--- config.mk ---
export PLATFORM = sky130hd
export DESIGN_NAME = breathing_led_pwm_driver_top
export DESIGN_NICKNAME = d
export VERILOG_FILES = /design/src/sv/blpd_pkg.sv /design/src/sv/breathing_led_pwm_driver_top.sv /design/src/sv/blpd_cfg.sv /design/src/sv/blpd_div_stage.sv /design/src/sv/blpd_phase.sv /design/src/sv/blpd_shade.sv
export SDC_FILE = /design/constraint.sdc
export NUM_CORES = 2
export LEC_CHECK = 0
export ABC_AREA = 1
export BUFFER_PORTS_ARGS = -buffer_cell sky130_fd_sc_hd__clkbuf_2
export CAP_MARGIN = 30
export CORE_MARGIN = 5
export CORE_UTILIZATION = 30
export DETAILED_ROUTE_END_ITERATION = 7
export SLEW_MARGIN = 40
export SYNTH_ARGS = -nofsm -noshare
export SYNTH_HDL_FRONTEND = slang
export SYNTH_SLANG_ARGS = --single-unit
--- constraint.sdc ---
create_clock -name clk -period 15.1 [get_ports clk]
set_input_delay 2.265 -clock clk [delete_from_list [all_inputs] [get_ports clk]]
set_output_delay 2.265 -clock clk [all_outputs]
set_load 0.01 [all_outputs]
--- src/sv/blpd_pkg.sv ---
// ----------------------------------------------------------------------------
// blpd_pkg: shared types and constants of the breathing LED PWM driver
// Field widths, register and mode codes, the quarter-wave sine table and
// the small arithmetic helpers called by the modules.
// ----------------------------------------------------------------------------
package blpd_pkg;

  localparam int unsigned PHASE_STEPS_DEF = 1024;

  localparam int unsigned TIME_W     = 32;
  localparam int unsigned PERIOD_W   = 16;
  localparam int unsigned PCT_W      = 7;
  localparam int unsigned MODE_W     = 3;
  localparam int unsigned DUTY_W     = 8;
  localparam int unsigned ANGLE_W    = 14;
  localparam int unsigned QTR_W      = 12;
  localparam int unsigned SINE_W     = 17;
  localparam int unsigned DIFF_W     = 13;
  localparam int unsigned FRAC_W     = 8;
  localparam int unsigned CFG_IDX_W  = 2;
  localparam int unsigned CFG_DATA_W = 16;

  // restoring divider: steps per pipeline stage, stages for the modulo
  localparam int unsigned DIV_STEPS  = 4;
  localparam int unsigned MOD_STAGES = TIME_W / DIV_STEPS;

  localparam logic [CFG_IDX_W-1:0] REG_BRIGHTNESS = 2'd0;
  localparam logic [CFG_IDX_W-1:0] REG_PERIOD     = 2'd1;
  localparam logic [CFG_IDX_W-1:0] REG_MODE       = 2'd2;

  localparam logic [MODE_W-1:0] MODE_OFF    = 3'd0;
  localparam logic [MODE_W-1:0] MODE_RED    = 3'd1;
  localparam logic [MODE_W-1:0] MODE_GREEN  = 3'd2;
  localparam logic [MODE_W-1:0] MODE_BLUE   = 3'd3;
  localparam logic [MODE_W-1:0] MODE_YELLOW = 3'd4;

  localparam logic [PCT_W-1:0]    PCT_MAX      = 7'd100;
  localparam logic [PERIOD_W-1:0] PERIOD_RST   = 16'd2000;
  localparam logic [DUTY_W-1:0]   DUTY_FULL    = 8'd255;
  localparam logic [DUTY_W-1:0]   FLOOR_RST    = 8'd25;
  localparam logic [DUTY_W-1:0]   SPAN_RST     = 8'd230;
  localparam logic [SINE_W-1:0]   SINE_ONE     = 17'h10000;
  localparam logic [ANGLE_W-1:0]  ANGLE_QTR    = 14'd4096;

  // peak = pct * 255 / 100 by reciprocal, floor = peak / 10 by reciprocal
  localparam logic [15:0] PEAK_RECIP  = 16'd41944;
  localparam int unsigned PEAK_SHIFT  = 22;
  localparam logic [15:0] TENTH_RECIP = 16'd205;
  localparam int unsigned TENTH_SHIFT = 11;

  typedef struct packed {
    logic [PERIOD_W-1:0] period;
    logic [MODE_W-1:0]   mode;
    logic [DUTY_W-1:0]   floor_duty;
    logic [DUTY_W-1:0]   span;
  } cfg_t;

  // partial remainder and the shifting dividend / quotient word
  typedef struct packed {
    logic [PERIOD_W-1:0] rem;
    logic [TIME_W-1:0]   quo;
  } divw_t;

  function automatic divw_t div_step(divw_t cur, logic [PERIOD_W-1:0] divisor);
    logic [PERIOD_W:0] trial;
    divw_t             nxt;
    trial   = {cur.rem, cur.quo[TIME_W-1]};
    nxt.quo = {cur.quo[TIME_W-2:0], 1'b0};
    if (trial >= {1'b0, divisor}) begin
      nxt.rem    = PERIOD_W'(trial - {1'b0, divisor});
      nxt.quo[0] = 1'b1;
    end else begin
      nxt.rem = trial[PERIOD_W-1:0];
    end
    return nxt;
  endfunction

  // sin(k*pi/32) in Q1.16, k = 0..16
  function automatic logic [SINE_W-1:0] sine_q16(logic [4:0] k);
    logic [SINE_W-1:0] s;
    unique case (k)
      5'd0:    s = 17'd0;
      5'd1:    s = 17'd6424;
      5'd2:    s = 17'd12785;
      5'd3:    s = 17'd19024;
      5'd4:    s = 17'd25080;
      5'd5:    s = 17'd30893;
      5'd6:    s = 17'd36410;
      5'd7:    s = 17'd41576;
      5'd8:    s = 17'd46341;
      5'd9:    s = 17'd50660;
      5'd10:   s = 17'd54491;
      5'd11:   s = 17'd57798;
      5'd12:   s = 17'd60547;
      5'd13:   s = 17'd62714;
      5'd14:   s = 17'd64277;
      5'd15:   s = 17'd65220;
      5'd16:   s = 17'd65536;
      default: s = 17'd0;
    endcase
    return s;
  endfunction

  function automatic logic [DUTY_W-1:0] pct_to_peak(logic [PCT_W-1:0] pct);
    logic [14:0] scaled;
    logic [30:0] prod;
    scaled = {pct, 8'd0} - 15'(pct);
    prod   = 31'(scaled) * 31'(PEAK_RECIP);
    return prod[PEAK_SHIFT +: DUTY_W];
  endfunction

  function automatic logic [DUTY_W-1:0] peak_to_floor(logic [DUTY_W-1:0] peak);
    logic [15:0] prod;
    prod = 16'(peak) * TENTH_RECIP;
    return DUTY_W'(prod >> TENTH_SHIFT);
  endfunction

endpackage

--- src/sv/breathing_led_pwm_driver_top.sv ---
// ----------------------------------------------------------------------------
// breathing_led_pwm_driver_top: sine-breathing RGB PWM compare generator
// Turns millisecond ticks into three active-low 8-bit PWM compare values.
// ----------------------------------------------------------------------------
// Usage:
//   Input channel (in_valid / in_stall / in_now_ms): one transfer per update
//   tick carrying the free-running millisecond time.
//   Result channel (out_valid / out_stall / out_*_compare): exactly one
//   transfer per input transfer, in order; 255 means LED off.
//   Config port (cfg_we / cfg_idx / cfg_wdata): index 0 brightness percent
//   (low 7 bits, above 100 saturates), 1 breathing period in ms (0 blanks
//   all channels), 2 colour mode (low 3 bits: 0 off, 1 red, 2 green, 3 blue,
//   4 yellow, others off). Write only while no transfer is in flight.
// Pipeline: the 32-bit modulo divider (8 stages of 4 steps), the step-count
//   scaling stage, the phase divider, the angle scaling stage and five
//   shading stages.
// Throughput: one tick per cycle unless in_stall is raised; every stage
//   hands its valid bit on with its data.
// Reset clears all valid bits and loads brightness 100, period 2000, mode
//   off. A stall on the result channel holds the output register; upstream
//   stages keep filling bubbles, and in_stall rises only once every stage
//   holds a tick.
// ----------------------------------------------------------------------------
module breathing_led_pwm_driver_top #(
  parameter int unsigned PHASE_STEPS = blpd_pkg::PHASE_STEPS_DEF
) (
  input  logic                             clk,
  input  logic                             rst_n,
  input  logic                             in_valid,
  output logic                             in_stall,
  input  logic [blpd_pkg::TIME_W-1:0]      in_now_ms,
  output logic                             out_valid,
  input  logic                             out_stall,
  output logic [blpd_pkg::DUTY_W-1:0]      out_red_compare,
  output logic [blpd_pkg::DUTY_W-1:0]      out_green_compare,
  output logic [blpd_pkg::DUTY_W-1:0]      out_blue_compare,
  input  logic                             cfg_we,
  input  logic [blpd_pkg::CFG_IDX_W-1:0]   cfg_idx,
  input  logic [blpd_pkg::CFG_DATA_W-1:0]  cfg_wdata
);

  blpd_pkg::cfg_t                 cfg;
  logic                           ang_valid;
  logic                           ang_stall;
  logic [blpd_pkg::ANGLE_W-1:0]   ang;

  // config registers and derived floor / span
  blpd_cfg u_cfg (
    .clk       (clk),
    .rst_n     (rst_n),
    .cfg_we    (cfg_we),
    .cfg_idx   (cfg_idx),
    .cfg_wdata (cfg_wdata),
    .cfg       (cfg)
  );

  // time -> phase angle (dividers and scaling)
  blpd_phase #(.PHASE_STEPS(PHASE_STEPS)) u_phase (
    .clk       (clk),
    .rst_n     (rst_n),
    .period    (cfg.period),
    .in_valid  (in_valid),
    .in_stall  (in_stall),
    .in_now_ms (in_now_ms),
    .out_valid (ang_valid),
    .out_stall (ang_stall),
    .out_angle (ang)
  );

  // angle -> cosine level -> duty -> channel compares
  blpd_shade u_shade (
    .clk               (clk),
    .rst_n             (rst_n),
    .cfg               (cfg),
    .in_valid          (ang_valid),
    .in_stall          (ang_stall),
    .in_angle          (ang),
    .out_valid         (out_valid),
    .out_stall         (out_stall),
    .out_red_compare   (out_red_compare),
    .out_green_compare (out_green_compare),
    .out_blue_compare  (out_blue_compare)
  );

  // input back-pressure only when the whole pipe is full and the output blocked
  a_stall_only_when_full: assert property (@(posedge clk) disable iff (!rst_n)
    in_stall |-> (out_valid && out_stall && ang_valid && ang_stall))
    else $error("input stalled while the pipeline still had room");

  // blue never lights together with red or green
  a_blue_exclusive: assert property (@(posedge clk) disable iff (!rst_n)
    out_valid |-> ((out_blue_compare == blpd_pkg::DUTY_FULL) ||
                   ((out_red_compare == blpd_pkg::DUTY_FULL) &&
                    (out_green_compare == blpd_pkg::DUTY_FULL))))
    else $error("blue lit together with red or green");

  // red and green carry the same duty when both are lit
  a_yellow_match: assert property (@(posedge clk) disable iff (!rst_n)
    (out_valid && (out_red_compare != blpd_pkg::DUTY_FULL) &&
     (out_green_compare != blpd_pkg::DUTY_FULL)) |-> (out_red_compare == out_green_compare))
    else $error("red and green duty differ");

  // reset empties the pipeline
  a_reset_empties: assert property (@(posedge clk)
    !rst_n |=> (!out_valid && !ang_valid))
    else $error("valid bits survived reset");

endmodule

--- src/sv/blpd_cfg.sv ---
// ----------------------------------------------------------------------------
// blpd_cfg: configuration registers
// Holds brightness, period and colour mode, and derives the duty floor and
// span from the brightness over two register stages.
// ----------------------------------------------------------------------------
module blpd_cfg (
  input  logic                             clk,
  input  logic                             rst_n,
  input  logic                             cfg_we,
  input  logic [blpd_pkg::CFG_IDX_W-1:0]   cfg_idx,
  input  logic [blpd_pkg::CFG_DATA_W-1:0]  cfg_wdata,
  output blpd_pkg::cfg_t                   cfg
);

  logic [blpd_pkg::PCT_W-1:0]    pct_r, pct_nxt;
  logic [blpd_pkg::PERIOD_W-1:0] period_r, period_nxt;
  logic [blpd_pkg::MODE_W-1:0]   mode_r, mode_nxt;
  logic [blpd_pkg::DUTY_W-1:0]   peak_r, peak_nxt;
  logic [blpd_pkg::DUTY_W-1:0]   floor_r, floor_nxt;
  logic [blpd_pkg::DUTY_W-1:0]   span_r, span_nxt;

  always_comb begin
    pct_nxt    = pct_r;
    period_nxt = period_r;
    mode_nxt   = mode_r;
    if (cfg_we) begin
      unique case (cfg_idx)
        blpd_pkg::REG_BRIGHTNESS: begin
          if (cfg_wdata[blpd_pkg::PCT_W-1:0] > blpd_pkg::PCT_MAX) begin
            pct_nxt = blpd_pkg::PCT_MAX;
          end else begin
            pct_nxt = cfg_wdata[blpd_pkg::PCT_W-1:0];
          end
        end
        blpd_pkg::REG_PERIOD: period_nxt = cfg_wdata[blpd_pkg::PERIOD_W-1:0];
        blpd_pkg::REG_MODE:   mode_nxt   = cfg_wdata[blpd_pkg::MODE_W-1:0];
        default: ;
      endcase
    end
  end

  // derive peak, then floor and span from the registered peak
  always_comb begin
    peak_nxt  = blpd_pkg::pct_to_peak(pct_r);
    floor_nxt = blpd_pkg::peak_to_floor(peak_r);
    span_nxt  = peak_r - floor_nxt;
  end

  always_ff @(posedge clk) begin
    if (!rst_n) begin
      pct_r    <= blpd_pkg::PCT_MAX;
      period_r <= blpd_pkg::PERIOD_RST;
      mode_r   <= blpd_pkg::MODE_OFF;
      peak_r   <= blpd_pkg::DUTY_FULL;
      floor_r  <= blpd_pkg::FLOOR_RST;
      span_r   <= blpd_pkg::SPAN_RST;
    end else begin
      pct_r    <= pct_nxt;
      period_r <= period_nxt;
      mode_r   <= mode_nxt;
      peak_r   <= peak_nxt;
      floor_r  <= floor_nxt;
      span_r   <= span_nxt;
    end
  end

  assign cfg.period     = period_r;
  assign cfg.mode       = mode_r;
  assign cfg.floor_duty = floor_r;
  assign cfg.span       = span_r;

endmodule

--- src/sv/blpd_div_stage.sv ---
// ----------------------------------------------------------------------------
// blpd_div_stage: one register stage of the restoring divider
// Runs STEPS shift-and-subtract steps on the word and registers the result.
// ----------------------------------------------------------------------------
module blpd_div_stage #(
  parameter int unsigned STEPS = blpd_pkg::DIV_STEPS
) (
  input  logic                            clk,
  input  logic                            rst_n,
  input  logic [blpd_pkg::PERIOD_W-1:0]   divisor,
  input  logic                            in_valid,
  output logic                            in_stall,
  input  blpd_pkg::divw_t                 in_data,
  output logic                            out_valid,
  input  logic                            out_stall,
  output blpd_pkg::divw_t                 out_data
);

  logic            valid_r;
  blpd_pkg::divw_t data_r, data_nxt;

  always_comb begin
    data_nxt = in_data;
    for (int i = 0; i < STEPS; i++) begin
      data_nxt = blpd_pkg::div_step(data_nxt, divisor);
    end
  end

  // hold only while full and blocked downstream
  assign in_stall = valid_r && out_stall;

  always_ff @(posedge clk) begin
    if (!rst_n) begin
      valid_r <= 1'b0;
    end else if (!in_stall) begin
      valid_r <= in_valid;
    end
  end

  always_ff @(posedge clk) begin
    if (!in_stall) begin
      data_r <= data_nxt;
    end
  end

  assign out_valid = valid_r;
  assign out_data  = data_r;

endmodule

--- src/sv/blpd_phase.sv ---
// ----------------------------------------------------------------------------
// blpd_phase: time to breathing angle
// now mod period over a pipelined divider, scale by the phase step count,
// a second divide for the phase index, then scale the index to the
// 14-bit circle angle.
// ----------------------------------------------------------------------------
module blpd_phase #(
  parameter int unsigned PHASE_STEPS = blpd_pkg::PHASE_STEPS_DEF
) (
  input  logic                            clk,
  input  logic                            rst_n,
  input  logic [blpd_pkg::PERIOD_W-1:0]   period,
  input  logic                            in_valid,
  output logic                            in_stall,
  input  logic [blpd_pkg::TIME_W-1:0]     in_now_ms,
  output logic                            out_valid,
  input  logic                            out_stall,
  output logic [blpd_pkg::ANGLE_W-1:0]    out_angle
);

  localparam int unsigned PW        = $clog2(PHASE_STEPS);
  localparam int unsigned PH_STAGES = (PW + blpd_pkg::DIV_STEPS - 1) / blpd_pkg::DIV_STEPS;
  localparam int unsigned PH_LAST   = PW - (PH_STAGES - 1) * blpd_pkg::DIV_STEPS;
  localparam int unsigned PROD_W    = blpd_pkg::PERIOD_W + PW;
  localparam int unsigned ANG_K     = 2 * PW + 1;
  localparam int unsigned ANG_MW    = PW + 17;
  localparam logic [ANG_MW-1:0] ANG_M =
    ANG_MW'(((64'd1 << (ANG_K + blpd_pkg::ANGLE_W)) + 64'(PHASE_STEPS) - 64'd1)
            / 64'(PHASE_STEPS));

  logic            mod_v [blpd_pkg::MOD_STAGES+1];
  logic            mod_s [blpd_pkg::MOD_STAGES+1];
  blpd_pkg::divw_t mod_d [blpd_pkg::MOD_STAGES+1];

  logic            ph_v [PH_STAGES+1];
  logic            ph_s [PH_STAGES+1];
  blpd_pkg::divw_t ph_d [PH_STAGES+1];

  logic              scl_v_r;
  logic              scl_hold;
  blpd_pkg::divw_t   scl_r, scl_nxt;
  logic [PROD_W-1:0] scl_prod;

  logic                           ang_v_r;
  logic                           ang_hold;
  logic [blpd_pkg::ANGLE_W-1:0]   ang_r, ang_nxt;
  logic [PW+ANG_MW-1:0]           ang_prod;

  // modulo: dividend enters the quotient word, remainder starts at zero
  assign mod_v[0]     = in_valid;
  assign in_stall     = mod_s[0];
  assign mod_d[0].rem = '0;
  assign mod_d[0].quo = in_now_ms;

  for (genvar g = 0; g < blpd_pkg::MOD_STAGES; g++) begin : g_mod
    blpd_div_stage #(.STEPS(blpd_pkg::DIV_STEPS)) u_mod (
      .clk       (clk),
      .rst_n     (rst_n),
      .divisor   (period),
      .in_valid  (mod_v[g]),
      .in_stall  (mod_s[g]),
      .in_data   (mod_d[g]),
      .out_valid (mod_v[g+1]),
      .out_stall (mod_s[g+1]),
      .out_data  (mod_d[g+1])
    );
  end

  // scale remainder by the step count; the upper part is already below period
  always_comb begin
    scl_prod    = PROD_W'(mod_d[blpd_pkg::MOD_STAGES].rem) * PROD_W'(PHASE_STEPS);
    scl_nxt.rem = scl_prod[PW +: blpd_pkg::PERIOD_W];
    scl_nxt.quo = {scl_prod[PW-1:0], (blpd_pkg::TIME_W-PW)'(0)};
  end

  assign scl_hold                   = scl_v_r && ph_s[0];
  assign mod_s[blpd_pkg::MOD_STAGES] = scl_hold;

  always_ff @(posedge clk) begin
    if (!rst_n) begin
      scl_v_r <= 1'b0;
    end else if (!scl_hold) begin
      scl_v_r <= mod_v[blpd_pkg::MOD_STAGES];
    end
  end

  always_ff @(posedge clk) begin
    if (!scl_hold) begin
      scl_r <= scl_nxt;
    end
  end

  assign ph_v[0] = scl_v_r;
  assign ph_d[0] = scl_r;

  for (genvar g = 0; g < PH_STAGES; g++) begin : g_ph
    localparam int unsigned STG_STEPS = (g == PH_STAGES - 1) ? PH_LAST : blpd_pkg::DIV_STEPS;
    blpd_div_stage #(.STEPS(STG_STEPS)) u_ph (
      .clk       (clk),
      .rst_n     (rst_n),
      .divisor   (period),
      .in_valid  (ph_v[g]),
      .in_stall  (ph_s[g]),
      .in_data   (ph_d[g]),
      .out_valid (ph_v[g+1]),
      .out_stall (ph_s[g+1]),
      .out_data  (ph_d[g+1])
    );
  end

  // angle = index * 16384 / steps, by reciprocal multiply
  always_comb begin
    ang_prod = (PW+ANG_MW)'(ph_d[PH_STAGES].quo[PW-1:0]) * (PW+ANG_MW)'(ANG_M);
    ang_nxt  = ang_prod[ANG_K +: blpd_pkg::ANGLE_W];
  end

  assign ang_hold        = ang_v_r && out_stall;
  assign ph_s[PH_STAGES] = ang_hold;

  always_ff @(posedge clk) begin
    if (!rst_n) begin
      ang_v_r <= 1'b0;
    end else if (!ang_hold) begin
      ang_v_r <= ph_v[PH_STAGES];
    end
  end

  always_ff @(posedge clk) begin
    if (!ang_hold) begin
      ang_r <= ang_nxt;
    end
  end

  assign out_valid = ang_v_r;
  assign out_angle = ang_r;

endmodule

--- src/sv/blpd_shade.sv ---
// ----------------------------------------------------------------------------
// blpd_shade: angle to PWM compare values
// Cosine by folded quarter-wave table with interpolation, breathing level,
// duty between floor and peak, and per-channel active-low compares.
// ----------------------------------------------------------------------------
module blpd_shade (
  input  logic                           clk,
  input  logic                           rst_n,
  input  blpd_pkg::cfg_t                 cfg,
  input  logic                           in_valid,
  output logic                           in_stall,
  input  logic [blpd_pkg::ANGLE_W-1:0]   in_angle,
  output logic                           out_valid,
  input  logic                           out_stall,
  output logic [blpd_pkg::DUTY_W-1:0]    out_red_compare,
  output logic [blpd_pkg::DUTY_W-1:0]    out_green_compare,
  output logic [blpd_pkg::DUTY_W-1:0]    out_blue_compare
);

  // stage 1: fold and table fetch
  logic                          s1_v_r, s1_hold;
  logic [blpd_pkg::ANGLE_W-1:0]  s1_w;
  logic [blpd_pkg::QTR_W:0]      s1_x;
  logic [blpd_pkg::SINE_W-1:0]   s1_lo, s1_hi;
  logic [blpd_pkg::SINE_W-1:0]   s1_lo_r;
  logic [blpd_pkg::DIFF_W-1:0]   s1_diff_r;
  logic [blpd_pkg::FRAC_W-1:0]   s1_frac_r;
  logic                          s1_full_r, s1_neg_r;

  // stage 2: interpolated sine
  logic                          s2_v_r, s2_hold;
  logic [blpd_pkg::SINE_W-1:0]   s2_sine_nxt, s2_sine_r;
  logic                          s2_neg_r;
  logic [blpd_pkg::DIFF_W+blpd_pkg::FRAC_W-1:0] s2_prod;

  // stage 3: breathing level
  logic                          s3_v_r, s3_hold;
  logic [blpd_pkg::SINE_W:0]     s3_sum;
  logic [blpd_pkg::SINE_W-1:0]   s3_level_r;

  // stage 4: duty
  logic                          s4_v_r, s4_hold;
  logic [blpd_pkg::SINE_W+blpd_pkg::DUTY_W-1:0] s4_prod;
  logic [blpd_pkg::DUTY_W:0]     s4_sum;
  logic [blpd_pkg::DUTY_W-1:0]   s4_duty_nxt, s4_duty_r;

  // stage 5: output register
  logic                          s5_v_r, s5_hold;
  logic                          s5_en, s5_red_on, s5_green_on, s5_blue_on;
  logic [blpd_pkg::DUTY_W-1:0]   red_r, green_r, blue_r;
  logic [blpd_pkg::DUTY_W-1:0]   red_nxt, green_nxt, blue_nxt;

  assign s5_hold  = s5_v_r && out_stall;
  assign s4_hold  = s4_v_r && s5_hold;
  assign s3_hold  = s3_v_r && s4_hold;
  assign s2_hold  = s2_v_r && s3_hold;
  assign s1_hold  = s1_v_r && s2_hold;
  assign in_stall = s1_hold;

  always_ff @(posedge clk) begin
    if (!rst_n) begin
      s1_v_r <= 1'b0;
      s2_v_r <= 1'b0;
      s3_v_r <= 1'b0;
      s4_v_r <= 1'b0;
      s5_v_r <= 1'b0;
    end else begin
      if (!s1_hold) s1_v_r <= in_valid;
      if (!s2_hold) s2_v_r <= s1_v_r;
      if (!s3_hold) s3_v_r <= s2_v_r;
      if (!s4_hold) s4_v_r <= s3_v_r;
      if (!s5_hold) s5_v_r <= s4_v_r;
    end
  end

  // cosine is the sine a quarter turn ahead; mirror odd quadrants
  always_comb begin
    s1_w = blpd_pkg::ANGLE_W'(in_angle + blpd_pkg::ANGLE_QTR);
    if (s1_w[blpd_pkg::QTR_W]) begin
      s1_x = (blpd_pkg::QTR_W+1)'(blpd_pkg::ANGLE_QTR) - {1'b0, s1_w[blpd_pkg::QTR_W-1:0]};
    end else begin
      s1_x = {1'b0, s1_w[blpd_pkg::QTR_W-1:0]};
    end
    s1_lo = blpd_pkg::sine_q16({1'b0, s1_x[blpd_pkg::QTR_W-1:blpd_pkg::FRAC_W]});
    s1_hi = blpd_pkg::sine_q16(5'({1'b0, s1_x[blpd_pkg::QTR_W-1:blpd_pkg::FRAC_W]}) + 5'd1);
  end

  always_ff @(posedge clk) begin
    if (!s1_hold) begin
      s1_lo_r   <= s1_lo;
      s1_diff_r <= blpd_pkg::DIFF_W'(s1_hi - s1_lo);
      s1_frac_r <= s1_x[blpd_pkg::FRAC_W-1:0];
      s1_full_r <= s1_x[blpd_pkg::QTR_W];
      s1_neg_r  <= s1_w[blpd_pkg::ANGLE_W-1];
    end
  end

  always_comb begin
    s2_prod = (blpd_pkg::DIFF_W+blpd_pkg::FRAC_W)'(s1_diff_r) *
              (blpd_pkg::DIFF_W+blpd_pkg::FRAC_W)'(s1_frac_r);
    if (s1_full_r) begin
      s2_sine_nxt = blpd_pkg::SINE_ONE;
    end else begin
      s2_sine_nxt = s1_lo_r + blpd_pkg::SINE_W'(s2_prod >> blpd_pkg::FRAC_W);
    end
  end

  always_ff @(posedge clk) begin
    if (!s2_hold) begin
      s2_sine_r <= s2_sine_nxt;
      s2_neg_r  <= s1_neg_r;
    end
  end

  // level = (1 - cos) / 2
  always_comb begin
    if (s2_neg_r) begin
      s3_sum = {1'b0, blpd_pkg::SINE_ONE} + {1'b0, s2_sine_r};
    end else begin
      s3_sum = {1'b0, blpd_pkg::SINE_ONE} - {1'b0, s2_sine_r};
    end
  end

  always_ff @(posedge clk) begin
    if (!s3_hold) begin
      s3_level_r <= s3_sum[blpd_pkg::SINE_W:1];
    end
  end

  always_comb begin
    s4_prod = (blpd_pkg::SINE_W+blpd_pkg::DUTY_W)'(s3_level_r) *
              (blpd_pkg::SINE_W+blpd_pkg::DUTY_W)'(cfg.span);
    s4_sum  = {1'b0, cfg.floor_duty} + {1'b0, s4_prod[16 +: blpd_pkg::DUTY_W]};
    if (s4_sum[blpd_pkg::DUTY_W]) begin
      s4_duty_nxt = blpd_pkg::DUTY_FULL;
    end else begin
      s4_duty_nxt = s4_sum[blpd_pkg::DUTY_W-1:0];
    end
  end

  always_ff @(posedge clk) begin
    if (!s4_hold) begin
      s4_duty_r <= s4_duty_nxt;
    end
  end

  // pick channels; anything not lit shows full compare (LED off)
  always_comb begin
    s5_en       = (cfg.period != '0) &&
                  ((cfg.mode == blpd_pkg::MODE_RED) || (cfg.mode == blpd_pkg::MODE_GREEN) ||
                   (cfg.mode == blpd_pkg::MODE_BLUE) || (cfg.mode == blpd_pkg::MODE_YELLOW));
    s5_red_on   = s5_en && ((cfg.mode == blpd_pkg::MODE_RED) ||
                            (cfg.mode == blpd_pkg::MODE_YELLOW));
    s5_green_on = s5_en && ((cfg.mode == blpd_pkg::MODE_GREEN) ||
                            (cfg.mode == blpd_pkg::MODE_YELLOW));
    s5_blue_on  = s5_en && (cfg.mode == blpd_pkg::MODE_BLUE);
    red_nxt     = s5_red_on   ? blpd_pkg::DUTY_FULL - s4_duty_r : blpd_pkg::DUTY_FULL;
    green_nxt   = s5_green_on ? blpd_pkg::DUTY_FULL - s4_duty_r : blpd_pkg::DUTY_FULL;
    blue_nxt    = s5_blue_on  ? blpd_pkg::DUTY_FULL - s4_duty_r : blpd_pkg::DUTY_FULL;
  end

  always_ff @(posedge clk) begin
    if (!s5_hold) begin
      red_r   <= red_nxt;
      green_r <= green_nxt;
      blue_r  <= blue_nxt;
    end
  end

  assign out_valid         = s5_v_r;
  assign out_red_compare   = red_r;
  assign out_green_compare = green_r;
  assign out_blue_compare  = blue_r;

endmodule

# Word level (Yosys, flattened, before mapping)
# Memories as Yosys holds them, arrays and structs flattened.
# Index checks and enable logic that the tools add are counted.
[classes]
n_lt_le_gt_ge = 43
mux = 82
mul = 4
reduce_logical = 32
addsub = 52
eq_ne = 6
[ops]
columns = ["cell", "count"]
rows = [
  ["17-bit by 16-bit >= comparator with 1-bit output", 41],
  ["16-bit two-way mux", 41],
  ["16-bit subtractor", 40],
  ["1-bit two-way mux", 38],
  ["15-bit by 13-bit multiplier with 27-bit output (second input constant)", 1],
  ["17-bit by 8-bit multiplier with 24-bit output", 1],
  ["1-bit logical AND", 22],
  ["13-bit by 8-bit multiplier with 21-bit output", 1],
  ["17-bit by 17-bit adder with 18-bit output (first input constant)", 1],
  ["18-bit two-way mux", 1],
  ["17-bit by 17-bit subtractor with 18-bit output (first input constant)", 1],
  ["17-bit by 13-bit adder with 17-bit output", 1],
  ["1-bit by 16-bit >= comparator with 1-bit output", 1],
  ["8-bit by 8-bit multiplier with 16-bit output (second input constant)", 1],
  ["16-bit nonzero test", 1],
  ["1-bit by 16-bit subtractor with 16-bit output", 1],
  ["15-bit by 7-bit subtractor with 15-bit output", 1],
  ["14-bit by 13-bit adder with 14-bit output (second input constant)", 1],
  ["13-bit by 12-bit subtractor with 13-bit output (first input constant)", 1],
  ["13-bit subtractor", 1],
  ["12-bit two-way mux", 1],
  ["8-bit by 8-bit adder with 9-bit output", 1],
  ["8-bit by 5-bit subtractor with 8-bit output", 1],
  ["8-bit subtractor (first input constant)", 1],
  ["other kinds (11)", 18],
]
[word_totals]
n_memories = 2
ff_bits = 607
input_bits = 55
rom_bits = 800
out_inout_bits = 26
elab_cells = 282
[memory_table]
columns = ["name", "depth", "word_bits", "rd", "rd_ports_with_merged_regs", "wr", "line_no", "rtl"]
rows = [
  ["(no name shown)", 32, 17, 1, 0, 0, "blpd_pkg.sv:81", "unique case (k)"],
  ["(no name shown)", 16, 16, 1, 0, 0, "blpd_pkg.sv:81", ""],
]

# Logic depth before layout (Yosys ltp)
[logic_depth]
depth_word = 18
ltp_mapped = 57
depth_no_buf = 55

# Modules after synthesis
# From an unflattened synthesis, not the netlist that was laid out.
[unflattened]
cells_unflattened = 11050
area_unflattened_um2 = 82193.8
[modules_own_cells]
columns = ["module", "seq_area_each_um2", "instances", "area_each_um2", "cells_per_inst"]
rows = [
  ["blpd_div_stage at u_phase.g_mod[0].u_mod ...", 1461.4, 6, 5560.3, 777],
  ["blpd_shade", 3283.1, 1, 14332.5, 1821],
  ["blpd_div_stage at u_phase.g_ph[0].u_ph ...", 1461.4, 2, 5580.4, 777],
  ["blpd_cfg", 940.9, 1, 7215.7, 910],
  ["blpd_div_stage at u_phase.g_mod[3].u_mod", 1461.4, 1, 5616.6, 777],
  ["blpd_div_stage at u_phase.g_mod[2].u_mod", 1461.4, 1, 5607.9, 776],
  ["blpd_div_stage at u_phase.g_ph[2].u_ph", 1461.4, 1, 4002.6, 508],
  ["blpd_phase", 820.8, 1, 895.9, 42],
]

# Worst setup path before layout
# No wires, ideal clock.
[synth_path]
kind = "reg-to-reg"
from = "reg u_cfg.period_r[1] in the netlist's numbering"
to = "reg u_phase.g_ph[1].u_ph.data_r, in the netlist u_phase.g_ph[1].u_ph.out_data[32] (data pin)"
arrival_ns = 9.260
stages_incl_launch_ff = 49
setup_time_ns = 0.255
path_buffers = 5
synth_period_minus_slack_ns = 9.515
t_required_ns = 14.845
path_slack_ns = 5.585
cell_sequence = "dfxtp_1 inv_1 ha_1 ha_1 nand2_1 nor3_1 nand2_1 o21bai_1 a21oi_4 buf_2 o21ai_0 ha_1 nand2_1 inv_1 a21oi_1 nand2_1 nand4_1 nand2_1 [13 not listed] a21boi_1 or2_1 buf_2 nand3_4 buf_6 nand2_1 o21ai_1 ha_1 a21oi_1 o21a_1 o21ai_0 nand3_1 o2111ai_1 a211oi_1 nand2_1 nor2_4 buf_6 nor2_1"
[synth_via]
elab_chain_cells = 7
elab_cells_between_ends = 10
classes_between = "3 x add/sub; 4 x order compare; 3 x mux"
[synth_rtl]
columns = ["item", "line_no", "rtl"]
rows = [
  ["from (decl)", "blpd_cfg.sv:16", "logic [blpd_pkg::PERIOD_W-1:0] period_r, period_nxt;"],
  ["from (signal assigned)", "blpd_cfg.sv:52", "period_r <= blpd_pkg::PERIOD_RST;"],
  ["from (signal assigned)", "blpd_cfg.sv:59", "period_r <= period_nxt;"],
  ["16-bit subtractor / 17-bit by 16-bit >= comparator with 1-bit output (equally long branches)", "blpd_pkg.sv:70, blpd_pkg.sv:69", ""],
  ["16-bit two-way mux", "blpd_pkg.sv:69", "if (trial >= {1'b0, divisor}) begin"],
  ["16-bit subtractor / 17-bit by 16-bit >= comparator with 1-bit output (equally long branches)", "blpd_pkg.sv:70, blpd_pkg.sv:69", ""],
  ["16-bit two-way mux", "blpd_pkg.sv:69", ""],
  ["16-bit subtractor / 17-bit by 16-bit >= comparator with 1-bit output (equally long branches)", "blpd_pkg.sv:70, blpd_pkg.sv:69", ""],
  ["16-bit two-way mux", "blpd_pkg.sv:69", ""],
  ["17-bit by 16-bit >= comparator with 1-bit output (*)", "blpd_pkg.sv:69", ""],
  ["to (signal assigned)", "blpd_div_stage.sv:42", "data_r <= data_nxt;"],
  ["to (decl)", "blpd_div_stage.sv:20", "blpd_pkg::divw_t data_r, data_nxt;"],
]
# Mark *: on every way between the ends. The rest lies on a longest branch, timed or not.
# A chain may end at the register's enable or synchronous reset.

==> reports/results.ini <==
[synthesis]
synth_top_area_frac = 0.188
yosys-top-cells-area = edfxtp_1, ha_1, nand2_1
syn_nets = 10700
yosysSeqAreaShare = 0.207
ys.flop_type = edfxtp_1
synth_area_per_cell_um2 = 7.13
post-synth-top-area-cell = edfxtp_1
ys_ff_latch = 487
async_reset_ff_frac = 0
synth_edf_count = 422
yosys.cell_types.count = 74
synth_cells = 9478
synthesis.area_um2 = 67600
synth_warnings = 0

[floorplan]
fp.dieW_um = 485
io_pins = 81
die_h_um = 485
rows = 174
core_area_um2 = 224000
dieArea_um2 = 235000
initial_core_util = 0.301

[timing]
worstMarginPinSlew_ns = 0.913
fin_worst_skew_ns = 0.0463
max_freq_mhz = 96.4
relSlewSlack = 0.389
fin_hold_ws_ns = 0.401
rsz0062_at_grt = no
finalSetupTns_ns = 0
hold_viol = 0
finalCritPeriodShare = 0.687
slew_viol_final = 0
setup_violations = 0
fin_crit_ns = 10.38
layout_setup_ws_ns = 4.72

[drt]
wire_per_inst_um = 15.2
drtAntennaViolNets = 0
first_pass_iters = 8
drc = 0
drt-initial-drc-count = 4142
viasPerCell = 4.84
drt_wl_total_um = 191000
vias = 60800

[critical_path]
cp_common_cell = nand2_1
rr_worst_depth = 39
cp-end-kind = register
rrSetupSlack_ns = 4.72
cp_max_fo = 20
crit_slowest_cell = dfxtp_1
crit_type = reg -> reg
required_ns = 15.53
worstPathArrival_ns = 10.81
critPathTopFamily = compound AO/OA/AOI/OAI gates
cp.depth = 39
startpoint_type = register
crit_buf_inv = 5
cp_slowest_stage_delay_ns = 0.59

[finish]
drive_gt1_frac = 0.0531
register_area_um2 = 14000
area_growth_pct = 8.53
num-fill-cells = 24300
multi_input_area_um2 = 48000
fin_nets = 10700

[grt]
grt.total_usage = 0.156
grt_pass1_vias = 57300
grt_max_degree = 38
grt_pass1_wl_um = 304000
gr-total-overflow = 0
grt_antenna_before_repair = 9

[place]
gp_congestion = 0.891
dp_slack_ns = 4.34
numPortBuffers = 80
hpwl_um = 149000

[run]
maxCapViolCount = 0

[cts]
cts_buffer_depth = 3
cts.sinks = 487
ctsHoldBuffers = 0
clkTransAtPathRegs_ns = 0.06
clk-insertion-delay-late_ns = 0.71
cts_resized = 0
htreeDepth = 2
cts_root_buffer = clkbuf_16
cts_tree = built
post-cts-setup-buffer-count = 0
cts_buffers = 60

[min_path]
hold_path_depth = 0
min_path_type = reg -> reg

[outcome]
status = finished clean

## final cells by class
type	instances	area share
Multi-Input combinational cell	7557	0.654
Sequential cell	487	0.191
Inverter	1281	0.0660
Tap cell	2992	0.0511
Clock buffer	65	0.0209
Timing Repair Buffer	123	0.0104
Clock inverter	47	0.00689
Antenna cell	3	0.000102
## state kept, by name, summed over array words and instances, names as in the netlist, 10 cells and up
| name | cells |
|---|---|
| u_cfg.period_r | 16 |
| u_phase.g_mod.u_mod.out_data | 240 |
| u_phase.g_ph.u_ph.out_data | 54 |
| u_phase.out_angle | 10 |
| u_phase.ph_d | 16 |
| u_shade.s1_diff_r | 13 |
| u_shade.s1_lo_r | 16 |
| u_shade.s2_sine_r | 17 |
| u_shade.s3_level_r | 17 |
## layer usage
| layer | wire length, µm | share of wire | vias up | track usage |
|---|---|---|---|---|
| met5 | 0 | 0 | - | 0 |
| met4 | 4510 | 0.024 | 0 | 0.0356 |
| met3 | 9130 | 0.048 | 239 | 0.0165 |
| met2 | 87500 | 0.46 | 1256 | 0.265 |
| met1 | 89600 | 0.47 | 27800 | 0.214 |
| li1 | - | - | 31500 | - |
## cell usage in the layout (no fill, tap or decap), types with 34 or more instances in the layout
| cell | count |
|---|---|
| o21ai_1 | 53 |
| nand4_1 | 79 |
| nor2_1 | 482 |
| xor2_1 | 318 |
| inv_2 | 34 |
| nor3_1 | 66 |
| ha_1 | 921 |
| inv_1 | 1221 |
| clkbuf_2 | 80 |
| buf_4 | 40 |
| dfxtp_1 | 62 |
| nand3_1 | 545 |
| nand2_1 | 2861 |
| edfxtp_1 | 422 |
| xnor2_1 | 236 |
| o21ai_0 | 498 |
| o21a_1 | 39 |
| a31oi_1 | 47 |
| fa_1 | 227 |
| nand2_2 | 39 |
| a21o_1 | 41 |
| a21oi_1 | 691 |
| clkbuf_16 | 60 |
## cells in the mapped netlist (24+ instances only)
cell type / n
a21o_1: 41
buf_4: 24
or2_2: 31
xnor2_1: 236
inv_1: 1238
fa_1: 227
nand3_1: 546
o21ai_0: 498
nand3_2: 26
o21ai_1: 53
dfxtp_1: 65
o21a_1: 39
buf_2: 43
nand2_2: 39
xor2_1: 318
nor3_1: 67
inv_2: 33
a21oi_1: 691
a21boi_0: 33
nand4_1: 79
nand2_1: 2862
o211ai_1: 31
nor2_1: 483
edfxtp_1: 422
a31oi_1: 47
nor4_1: 31
clkbuf_1: 62
nand3b_1: 24
ha_1: 921
## cell families (layout without fill, tap and decap cells)
group,count (synthesis),in the layout,share of synthesized area
AO/OA/AOI/OAI,1558,1558,0.128
flip-flops,487,487,0.207
adder cells (fa/ha/maj),1148,1148,0.238
XOR/XNOR,554,554,0.0718
other,0,3,0
AND/OR/NAND/NOR,4297,4297,0.271
buffers and inverters,1434,1516,0.0843
## final timing paths
check,startpoint,to
worst min-delay path,u_phase.g_mod[4].u_mod.out_data[20],u_phase.g_mod[5].u_mod.out_data[24]
worst max-delay path,u_cfg.period_r[13],u_phase.g_mod[7].u_mod.out_data[32]
worst min register to register,u_phase.g_mod[4].u_mod.out_data[20],u_phase.g_mod[5].u_mod.out_data[24]
worst max register to register,u_cfg.period_r[13],u_phase.g_mod[7].u_mod.out_data[32]
## stage by stage
stage / std cells / cell area, µm² / utilization
6_report: 12600 / 73300 / 0.327
5_1_grt: 12600 / 73300 / 0.327
4_1_cts: 12600 / 73300 / 0.327
3_5_place_dp: 12400 / 71300 / 0.318
3_3_place_gp: 12400 / 71200 / 0.317
2_1_floorplan: 9478 / 67600 / -
Power is not shown: default switching activity piles up to over one toggle a cycle in this logic, so the estimate is an artifact.
